**src/hdl/ptt_pkg.sv**
```systemverilog
`timescale 1ns / 1ps
// ----------------------------------------------------------------------------
// ptt_pkg - shared types and codes for the periodic timer table
// Holds the item kind and status codes, the slot record layout and the
// write control group for the slot memory.
// ----------------------------------------------------------------------------
package ptt_pkg;

	localparam logic [1:0] KIND_ADD    = 2'd0;
	localparam logic [1:0] KIND_REMOVE = 2'd1;
	localparam logic [1:0] KIND_TICK   = 2'd2;

	localparam logic [1:0] STAT_OK      = 2'd0;
	localparam logic [1:0] STAT_INVALID = 2'd1;
	localparam logic [1:0] STAT_FULL    = 2'd2;

	typedef logic [3:0][31:0] args_t;

	typedef struct packed {
		logic [31:0] handler;
		logic [31:0] period;
		logic [31:0] due;
		args_t       args;
	} slot_rec_t;

	// full: write the whole slot; due_only: reload the due time
	typedef struct packed {
		logic full;
		logic due_only;
	} wr_ctl_t;

endpackage

```
**src/hdl/ptt_slot_ram.sv**
```systemverilog
`timescale 1ns / 1ps
// ----------------------------------------------------------------------------
// ptt_slot_ram - slot storage of the periodic timer table
// One write port and one registered read port over handler, period, due
// time and argument words.
// ----------------------------------------------------------------------------
module ptt_slot_ram #(
	parameter int DEPTH  = 16,
	parameter int ADDR_W = 4
) (
	input  logic               clk,
	input  ptt_pkg::wr_ctl_t   wr,
	input  logic [ADDR_W-1:0]  waddr,
	input  ptt_pkg::slot_rec_t wdata,
	input  logic [ADDR_W-1:0]  raddr,
	output ptt_pkg::slot_rec_t rdata
);
	import ptt_pkg::*;

	logic [31:0] handler_mem [DEPTH];
	logic [31:0] period_mem  [DEPTH];
	logic [31:0] due_mem     [DEPTH];
	args_t       args_mem    [DEPTH];
	slot_rec_t   rd_q;

	always_ff @(posedge clk) begin
		if (wr.full) begin
			handler_mem[waddr] <= wdata.handler;
			period_mem[waddr]  <= wdata.period;
			args_mem[waddr]    <= wdata.args;
		end
		if (wr.full || wr.due_only) begin
			due_mem[waddr] <= wdata.due;
		end
	end

	always_ff @(posedge clk) begin
		rd_q.handler <= handler_mem[raddr];
		rd_q.period  <= period_mem[raddr];
		rd_q.due     <= due_mem[raddr];
		rd_q.args    <= args_mem[raddr];
	end

	assign rdata = rd_q;

endmodule

```
**src/hdl/ptt_due_unit.sv**
```systemverilog
`timescale 1ns / 1ps
// ----------------------------------------------------------------------------
// ptt_due_unit - shared adder and due-time comparator
// Adds a step to the tick counter (wrapping) and compares a due time
// against the counter, unsigned.
// ----------------------------------------------------------------------------
module ptt_due_unit (
	input  logic [31:0] base,
	input  logic [31:0] step,
	input  logic [31:0] due,
	output logic [31:0] sum,
	output logic        due_lt
);
	assign sum    = base + step;
	assign due_lt = (due < base);

endmodule

```
**src/hdl/periodic_callback_timer_table_unit.sv**
```systemverilog
`timescale 1ns / 1ps
// ----------------------------------------------------------------------------
// periodic_callback_timer_table_unit - periodic timer table with tick counter
// Adds and removes timer slots and, on each tick, fires every live slot
// whose due time has passed, one record per firing.
// ----------------------------------------------------------------------------
//
//  channel  handshake            payload
//  -------  -------------------  --------------------------------------------
//  request  req_valid/req_stall  kind, handler, period, arg_one..arg_four,
//                                slot_index
//  response rsp_valid/rsp_stall  status, slot_out, fired, fire_handler,
//                                fire_arg_one..fire_arg_four, last
//
//  Scan: a tick covers one slot per cycle, unless rsp_stall holds it,
//  through the single memory read port and the shared adder and
//  comparator. An add scans until it finds the first free slot; remove
//  and rejected adds skip the scan.
//  Reset: arst_n clears the counter, all slot valid bits and the handshakes;
//  a slot that is not valid is free, so the memory needs no clearing pass.
//  Stalls: rsp_stall holds the scan only when a second firing must leave
//  while the output register is still full; req_stall is high whenever a
//  transaction is in work.
// ----------------------------------------------------------------------------
module periodic_callback_timer_table_unit #(
	parameter int SLOT_COUNT = 16
) (
	input  logic        clk,
	input  logic        arst_n,
	input  logic        req_valid,
	output logic        req_stall,
	input  logic [1:0]  kind,
	input  logic [31:0] handler,
	input  logic [31:0] period,
	input  logic [31:0] arg_one,
	input  logic [31:0] arg_two,
	input  logic [31:0] arg_three,
	input  logic [31:0] arg_four,
	input  logic [7:0]  slot_index,
	output logic        rsp_valid,
	input  logic        rsp_stall,
	output logic [1:0]  status,
	output logic [7:0]  slot_out,
	output logic        fired,
	output logic [31:0] fire_handler,
	output logic [31:0] fire_arg_one,
	output logic [31:0] fire_arg_two,
	output logic [31:0] fire_arg_three,
	output logic [31:0] fire_arg_four,
	output logic        last
);
	import ptt_pkg::*;

	localparam int IDX_W = (SLOT_COUNT > 1) ? $clog2(SLOT_COUNT) : 1;
	localparam logic [IDX_W-1:0] IDX_LAST = IDX_W'(SLOT_COUNT - 1);
	localparam logic [7:0] SLOT_LIMIT = 8'(SLOT_COUNT);

	typedef enum logic [2:0] {
		ST_IDLE = 3'b001,
		ST_SCAN = 3'b010,
		ST_FIN  = 3'b100
	} state_t;

	state_t              state_q;
	logic [IDX_W-1:0]    idx_q;
	logic [IDX_W-1:0]    idx_d;
	logic [SLOT_COUNT-1:0] valid_q;
	logic [31:0]         counter_q;

	// captured request
	logic [1:0]          kind_q;
	logic [31:0]         handler_q;
	logic [31:0]         period_q;
	args_t               args_q;

	// held firing, waiting to learn whether it is the last one
	logic                pend_valid_q;
	logic [IDX_W-1:0]    pend_slot_q;
	logic [31:0]         pend_handler_q;
	args_t               pend_args_q;

	// final record of non-firing transactions
	logic [1:0]          fin_status_q;
	logic [7:0]          fin_slot_q;

	// output register
	logic                rsp_valid_q;
	logic [1:0]          status_q;
	logic [7:0]          slot_out_q;
	logic                fired_q;
	logic [31:0]         fire_handler_q;
	args_t               fire_args_q;
	logic                last_q;

	logic                req_take;
	logic                out_free;
	logic                scan_add;
	logic                scan_tick;
	logic                scan_live;
	logic                scan_fire;
	logic                scan_end;
	logic                scan_go;
	logic                pend_load;
	logic                push_mid;
	logic                push_fin;
	logic [31:0]         step;
	logic [31:0]         sum;
	logic                due_lt;
	slot_rec_t           rd_rec;
	slot_rec_t           wr_rec;
	wr_ctl_t             wr;

	assign req_stall = (state_q != ST_IDLE);
	assign req_take  = req_valid && !req_stall;
	assign out_free  = !rsp_valid_q || !rsp_stall;

	// Scan control: one slot per cycle unless a held firing stalls the tick scan, read data for idx_q is always ready
	assign scan_add  = (state_q == ST_SCAN) && (kind_q == KIND_ADD);
	assign scan_tick = (state_q == ST_SCAN) && (kind_q != KIND_ADD);
	assign scan_live = valid_q[idx_q];
	assign scan_fire = scan_live && due_lt;
	assign scan_end  = (idx_q == IDX_LAST);

	// hold the tick scan only when a held firing has nowhere to go
	assign scan_go   = scan_add ||
		(scan_tick && !(scan_fire && pend_valid_q && !out_free));
	assign pend_load = scan_tick && scan_go && scan_fire;
	assign push_mid  = pend_load && pend_valid_q;
	assign push_fin  = (state_q == ST_FIN) && out_free;

	always_comb begin
		if (req_take) begin
			idx_d = '0;
		end else if ((state_q == ST_SCAN) && scan_go && !scan_end) begin
			idx_d = idx_q + 1'b1;
		end else begin
			idx_d = idx_q;
		end
	end

	// Shared adder: counter increment on a tick request, due time otherwise
	always_comb begin
		if (state_q == ST_IDLE) begin
			step = 32'd1;
		end else if (kind_q == KIND_ADD) begin
			step = period_q;
		end else begin
			step = rd_rec.period;
		end
	end

	ptt_due_unit u_due (
		.base   (counter_q),
		.step   (step),
		.due    (rd_rec.due),
		.sum    (sum),
		.due_lt (due_lt)
	);

	assign wr.full     = scan_add && !scan_live;
	assign wr.due_only = pend_load;
	assign wr_rec      = '{handler: handler_q, period: period_q, due: sum, args: args_q};

	ptt_slot_ram #(
		.DEPTH  (SLOT_COUNT),
		.ADDR_W (IDX_W)
	) u_ram (
		.clk   (clk),
		.wr    (wr),
		.waddr (idx_q),
		.wdata (wr_rec),
		.raddr (idx_d),
		.rdata (rd_rec)
	);

	// Sequencer
	always_ff @(posedge clk or negedge arst_n) begin
		if (!arst_n) begin
			state_q      <= ST_IDLE;
			idx_q        <= '0;
			valid_q      <= '0;
			counter_q    <= '0;
			pend_valid_q <= 1'b0;
			fin_status_q <= STAT_OK;
			fin_slot_q   <= '0;
			rsp_valid_q  <= 1'b0;
		end else begin
			idx_q <= idx_d;
			if (rsp_valid_q && !rsp_stall) begin
				rsp_valid_q <= 1'b0;
			end
			if (push_mid || push_fin) begin
				rsp_valid_q <= 1'b1;
			end
			unique case (state_q)
				ST_IDLE: begin
					if (req_take) begin
						fin_status_q <= STAT_OK;
						fin_slot_q   <= '0;
						case (kind)
							KIND_ADD: begin
								if ((handler == '0) || (period == '0)) begin
									fin_status_q <= STAT_INVALID;
									state_q      <= ST_FIN;
								end else begin
									state_q <= ST_SCAN;
								end
							end
							KIND_REMOVE: begin
								if (slot_index < SLOT_LIMIT) begin
									valid_q[slot_index[IDX_W-1:0]] <= 1'b0;
								end
								state_q <= ST_FIN;
							end
							KIND_TICK: begin
								counter_q <= sum;
								state_q   <= ST_SCAN;
							end
							default: begin
								state_q <= ST_FIN;
							end
						endcase
					end
				end
				ST_SCAN: begin
					if (scan_add) begin
						// take the first free slot, or report full at the end
						if (!scan_live) begin
							valid_q[idx_q] <= 1'b1;
							fin_slot_q     <= 8'(idx_q);
							state_q        <= ST_FIN;
						end else if (scan_end) begin
							fin_status_q <= STAT_FULL;
							state_q      <= ST_FIN;
						end
					end else if (scan_go) begin
						if (scan_fire) begin
							pend_valid_q <= 1'b1;
						end
						if (scan_end) begin
							state_q <= ST_FIN;
						end
					end
				end
				ST_FIN: begin
					if (out_free) begin
						pend_valid_q <= 1'b0;
						state_q      <= ST_IDLE;
					end
				end
				default: begin
					state_q <= ST_IDLE;
				end
			endcase
		end
	end

	// Request capture and held firing
	always_ff @(posedge clk) begin
		if (req_take) begin
			kind_q    <= kind;
			handler_q <= handler;
			period_q  <= period;
			args_q    <= {arg_four, arg_three, arg_two, arg_one};
		end
		if (pend_load) begin
			pend_slot_q    <= idx_q;
			pend_handler_q <= rd_rec.handler;
			pend_args_q    <= rd_rec.args;
		end
	end

	// Output register: drop the held firing out, or build the final record
	always_ff @(posedge clk) begin
		if (push_mid || (push_fin && pend_valid_q)) begin
			status_q       <= STAT_OK;
			slot_out_q     <= 8'(pend_slot_q);
			fired_q        <= 1'b1;
			fire_handler_q <= pend_handler_q;
			fire_args_q    <= pend_args_q;
			last_q         <= push_fin;
		end else if (push_fin) begin
			status_q       <= fin_status_q;
			slot_out_q     <= fin_slot_q;
			fired_q        <= 1'b0;
			fire_handler_q <= '0;
			fire_args_q    <= '0;
			last_q         <= 1'b1;
		end
	end

	assign rsp_valid      = rsp_valid_q;
	assign status         = status_q;
	assign slot_out       = slot_out_q;
	assign fired          = fired_q;
	assign fire_handler   = fire_handler_q;
	assign fire_arg_one   = fire_args_q[0];
	assign fire_arg_two   = fire_args_q[1];
	assign fire_arg_three = fire_args_q[2];
	assign fire_arg_four  = fire_args_q[3];
	assign last           = last_q;

endmodule
```
**config.mk**
```make
export PLATFORM = sky130hd
export DESIGN_NAME = periodic_callback_timer_table_unit
export DESIGN_NICKNAME = d
export VERILOG_FILES = /design/src/hdl/ptt_pkg.sv /design/src/hdl/ptt_slot_ram.sv /design/src/hdl/ptt_due_unit.sv /design/src/hdl/periodic_callback_timer_table_unit.sv
export SDC_FILE = /design/constraint.sdc
export NUM_CORES = 2
export LEC_CHECK = 0
export ABC_CLOCK_PERIOD_IN_PS = 13700
export BUFFER_PORTS_ARGS = -buffer_cell sky130_fd_sc_hd__buf_4
export CORE_AREA = 5 5 742 744
export DETAILED_ROUTE_END_ITERATION = 6
export DIE_AREA = 0 0 747 749
export PLACE_DENSITY = 0.44
export SKIP_CTS_REPAIR_TIMING = 1
export SLEW_MARGIN = 20
export SYNTH_ARGS = -nofsm -noshare
export SYNTH_HDL_FRONTEND = slang
export SYNTH_HIERARCHICAL = 1
export SYNTH_SLANG_ARGS = --single-unit
export TNS_END_PERCENT = 1
```
**constraint.sdc**
```tcl
create_clock -name clk -period 13.7 [get_ports clk]
set_clock_uncertainty 0.05 [all_clocks]
set_input_delay 0 -clock clk [delete_from_list [all_inputs] [get_ports clk]]
set_output_delay 0 -clock clk [all_outputs]
set_load 0.05 [all_outputs]
```
# == Yosys cells after proc, flatten, opt, wreduce, memory -nomap -nowiden ==
# Memory sizes are Yosys's and may differ from the RTL's. A register that Yosys moved wholly into a read port is not among the register bits.
# Cells that the tools add are included.
# word_totals
ff_bits,597
ramBits,3584
input_bits,206
output_inout_bits,174
word_cells,166
memories,4
# mem_list
name,words,word_bits,read_ports,rd_clocked_by_memory_dff,wr,line_no,text
u_ram.args_mem,16,128,1,1,1,ptt_slot_ram.sv:23,args_t args_mem [DEPTH];
u_ram.due_mem,16,32,1,1,1,ptt_slot_ram.sv:22,logic [31:0] due_mem [DEPTH];
u_ram.handler_mem,16,32,1,1,1,ptt_slot_ram.sv:20,logic [31:0] handler_mem [DEPTH];
u_ram.period_mem,16,32,1,1,1,ptt_slot_ram.sv:21,logic [31:0] period_mem [DEPTH];
# classes
addsub,2
magnitude_cmp,6
eq_ne,19
n_mux,55
n_bitwise,3
n_reduce_logical,46
# ops
operator,n
$mux 128,2
$mux 32,4
$mux 16,5
$logic_not 32->1,2
$add 32x32->32,1
$lt 32x32->1,1
$pmux 16 s2,1
$mux 8,3
$mux 3,7
$logic_and 1x1->1,18
$ne 2x2->1 const B,9
$mux 1,17
$and 16x16->16,1
$mux 4,4
$not 16->16,1
$or 16x16->16,1
$pmux 8 s2,1
$lt 4x5->1 const B,2
$reduce_and 5->1,2
$reduce_bool 2->1,5
$pmux 3 s3,1
$demux 1 s4,2
$ge 4x1->1 const B,2
$lt 8x5->1 const B,1
other kinds (21),38

# == Longest topological paths before layout ==
# depth
ltp_word,13
depth_mapped,21

# == Cells and area by module ==
# The synthesis kept the hierarchy.
# modules_own_cells
module,instances,cells_each,area_each_um2,seq_area_each_um2
ptt_slot_ram,1,5902,139192.2,112107.5
periodic_callback_timer_table_unit,1,1093,20542.2,17342.9
ptt_due_unit,1,309,2406.1,0.0

# == Least setup slack after synthesis ==
# No wires, ideal clock.
# synth_path
path_kind,register -> register
startpoint,reg idx_q[0]
endpoint,mem u_ram/args_mem[12][0] (netlist bit) (enable)
arrival_time_ns,10.249
path_slack_ns,2.653
path_stages_with_launch,9
n_path_buf,2
path_cell_list,dfrtp_1 buf_2 mux4_2 mux2_2 mux2i_4 nor2b_1 buf_2 nand3_1 nor2_1
# synth_lines
item,line_no,text
"start, declared",periodic_callback_timer_table_unit.sv:65,logic [IDX_W-1:0] idx_q;
"start signal, assigned",periodic_callback_timer_table_unit.sv:188,idx_q <= idx_d;
"end, declared",ptt_slot_ram.sv:23,

# == Worst setup path after layout ==
# layout_path
startpoint,reg counter_q[21]
endpoint,"reg, netlist name u_ram/rdata[188]"
# layout_between
elab_chain_cells,11
# layout_rtl
item,line_no,text
"start, declared",periodic_callback_timer_table_unit.sv:68,logic [31:0] counter_q;
"start signal, assigned",periodic_callback_timer_table_unit.sv:216,counter_q <= sum;
$lt 32x32->1,ptt_due_unit.sv:15,assign due_lt = (due < base);
net due_lt,periodic_callback_timer_table_unit.sv:108,logic due_lt;
$logic_and 1x1->1,periodic_callback_timer_table_unit.sv:121,assign scan_fire = scan_live && due_lt;
$logic_and 1x1->1 (2 in series),periodic_callback_timer_table_unit.sv:126,(scan_tick && !(scan_fire && pend_valid_q && !out_free));
$logic_not 1->1,periodic_callback_timer_table_unit.sv:126,
$logic_and 1x1->1,periodic_callback_timer_table_unit.sv:126,
$logic_or 1x1->1,periodic_callback_timer_table_unit.sv:125,assign scan_go = scan_add ||
$logic_and 1x1->1 (2 in series),periodic_callback_timer_table_unit.sv:134,end else if ((state_q == ST_SCAN) && scan_go && !scan_end) begin
$mux 4,periodic_callback_timer_table_unit.sv:134,
$mux 4,periodic_callback_timer_table_unit.sv:132,if (req_take) begin
net idx_d[2],periodic_callback_timer_table_unit.sv:66,logic [IDX_W-1:0] idx_d;
# The timed path passes the listed nets, and every way through them passes these cells.
# A chain may end at the register's enable or synchronous reset.

==> results.toml <==
[run_status]
outcome = "finished, violations left"
violations = "hold timing"

[setup_path]
endpoint_kind = "register"
critPathRequiredTime_ns = 14.61
startpoint = "counter_q[21]"
startpoint_type = "register"
crit_fanout = 59
crit_slowest_cell = "a2111oi_1"
slowest_delay_ns = 0.87
worstReg2RegStart = "counter_q[21]"
cp.depth = 18
path_delay_family = "compound AO/OA/AOI/OAI gates"
reg2reg_slack_ns = 6.48
critical_path_buf_inv_count = 4
worstSetupPathType = "reg -> reg"
ff2ff_path_depth = 18
endpoint = "u_ram/rdata[188]"
worstPathArrival_ns = 8.12
cp_cell_sequence = "inv_1 > ha_1 > a21o_1 > a21o_1 > a21oi_1 > nor3_1 > a2111oi_1 > o21a_1 > nand2_1 > o311a_1 > a21bo_2 > a21oi_4 > buf_12 > buf_4 > buf_4 > nand2b_1 > o221ai_1 > o22a_1"
rr_endpoint = "u_ram/rdata[188]"

[logic_synthesis]
synth_simple_gate_area_share_pct = 2.08
synth_top_family_by_area = "multiplexers"
async_flop_share_pct = 1.43
syn_area_sq_um = 162000
netlist_instances = 7304
synthXorXnorAreaFrac_pct = 0.162
synth_warnings = 6
synthAdderAreaFrac_pct = 0.522
synth_compound_area_share_pct = 3.11
seq_area_frac_synth_pct = 79.8
yosysUniqueCellTypes = 84
synth_mux_area_share_pct = 13.0
synthFlopType = "edfxtp_1"
synth_area_per_cell_sq_um = 22.2
synth_edf_count = 4107
synth-seq-cells = 4397

[sta]
hold_viol_final = 1
timing.final.ws_setup_ns = 6.48
drv_slew = 0
worst_pin_slew_ns = 1.15
final-setup-viol-count = 0
relSlewSlack_pct = 23.2
fin_setup_tns_ns = 0
period_minus_slack_ns = 7.22
holdWs_ns = -0.00421
fin_crit_sh_pct = 52.7
timing.fmax_mhz = 139
rsz0062_at_grt = "false"

[placement]
io_buffer_count = 375
pre_cts_slack_ns = 6.43
place.gp.congestion = 0.734
dpl.hpwl_um = 243000

[flow_run]
cap_violations = 0

[grt]
grt_start_max_net_pins = 115
antenna_found_initial = 23
grt.total_usage_pct = 16.1
grt_pass1_vias = 81300
grt_pass1_wl_um = 645000
grt-ovfl-total = 0

[floorplan]
num_rows = 271
core_sq_um = 543000
fp.dieH_um = 749
design.die.area_sq_um = 560000
ios = 380
die_w_um = 747
start_util_pct = 29.8

[cells_and_area]
areaGrowthSynthToFinish_pct = 19.6
nFillCells = 50200
final_common_cell = "edfxtp_1"
nets = 8670
layout_common_cells = "edfxtp_1 (4107), mux4_2 (829), buf_4 (549)"
drive_gt1_share_pct = 26.7

[clock_network]
clk_latency_ns = 1.03
clockBufferDepth = 4
cts.clk_slew.worst_paths_ns = 0.06
cts_root_buffer = "clkbuf_16"
tritoncts = "built"
clock_sinks = 4397
cts_max_level = 5
cts_buffers = 462

[hold_path]
hp-class = "in -> reg"
hold_path_depth = 5

[detailed_routing]
ant_nets = 0
drtIter0Drc = 6130
wl_um = 463000
vias = 78300
drt_first_pass_iters = 5
drcViolationCount = 0
wl_per_cell_um = 28.9
via_per_inst = 4.88

[pwr]
peakVddDrop_mv = 0.160
p_per_area_nw_per_um2 = 195
p_leak_nw = 61.0
-- worst min path at each step --
| stage | startpoint | endpoint | slack (ns) |
|---|---|---|---|
| after global routing | slot_index[1] | valid_q[6] | -0.0006 |
| after global placement | arg_two[4] | args_q[36] | 0.13 |
| final | slot_index[2] | valid_q[14] | -0.004 |
| after CTS | arg_one[31] | args_q[31] | -1.01 |
| after floorplan | arst_n | counter_q[0] | -0.35 |
| after detailed placement | arg_two[6] | args_q[38] | 0.13 |
-- tightest hold or removal path: cells and delay by family --
family	cells	cell delay [ns]
AOI/OAI and AO/OA	2	0.16
buffers and inverters	2	0.73
and+or+nand+nor	1	0.11
-- cell families (layout without fill, tap and decap cells) --
family	Yosys count	in the layout
fa+ha+maj	67	67
other cells	1	15
mux	1043	1043
flops	4397	4397
xor+xnor	30	30
buf+inv	411	1903
simple gates	670	670
compound gates	685	685
-- metrics by stage --
step           area [sq um]  std cells  util [%]  hold WS, ns  total power, W
6_report             194000      16000      35.7     -0.00421          0.0378
5_1_grt              194000      16000      35.7    -0.000619          0.0395
4_1_cts              190000      15600      34.9        -1.01          0.0383
3_5_place_dp         174000      14800      32.1        0.130          0.0255
3_3_place_gp         174000      14800      32.1        0.130          0.0253
2_1_floorplan        162000       7307         -       -0.346          0.0229
-- layout make-up --
type	instances	area, sq um	share of cell area, %
Tap cell	7234	9050	4.67
Inverter	49	191	0.0987
Sequential cell	4397	129000	66.7
Antenna cell	11	27.5	0.0142
Clock inverter	247	2730	1.41
Clock buffer	619	12600	6.51
Timing Repair Buffer	988	8770	4.52
Multi-Input combinational cell	2499	31100	16.0
-- registers in the layout, indices dropped and copies added, names as in the netlist, 128 cells and up --
signal / flops
u_ram/handler_mem: 512
u_ram/rdata: 224
args_q: 128
u_ram/args_mem: 2048
u_ram/due_mem: 512
pend_args_q: 128
u_ram/period_mem: 512
-- cells in the mapped netlist, drive strengths merged, types with 13 or more instances --
cell type,instances,area [sq um]
dfxtp,227,4540
buf,207,1350
a22oi,364,2730
a221oi,22,205
nand3,14,70.1
a21o,29,218
nor2,68,258
clkbuf,155,583
o22a,13,114
nand4,15,93.8
a21oi,68,359
inv,49,184
xnor2,21,184
o21ai,79,410
and2,166,1040
nor2b,55,344
mux4,829,18700
dfrtp,62,1550
nor4,16,100
nand2,267,1000
ha,66,826
mux2,159,1810
edfxtp,4107,123000
o221ai,46,427
nand2b,35,219
mux2i,55,563
-- layer usage --
metal,GRT usage (%),share of wire (%),vias up
met5,0,0.0028,-
met3,1.94,4.1,598
met1,21.8,44,43100
li1,-,-,32600
met4,3.48,2.2,2
met2,27.8,50,1998
-- power by group --
group          internal [W]  switching (W)
combinational       0.00308        0.00441
sequential           0.0169       0.000812
clock               0.00733        0.00531
Note: power is estimated with default switching activity, not from simulation.
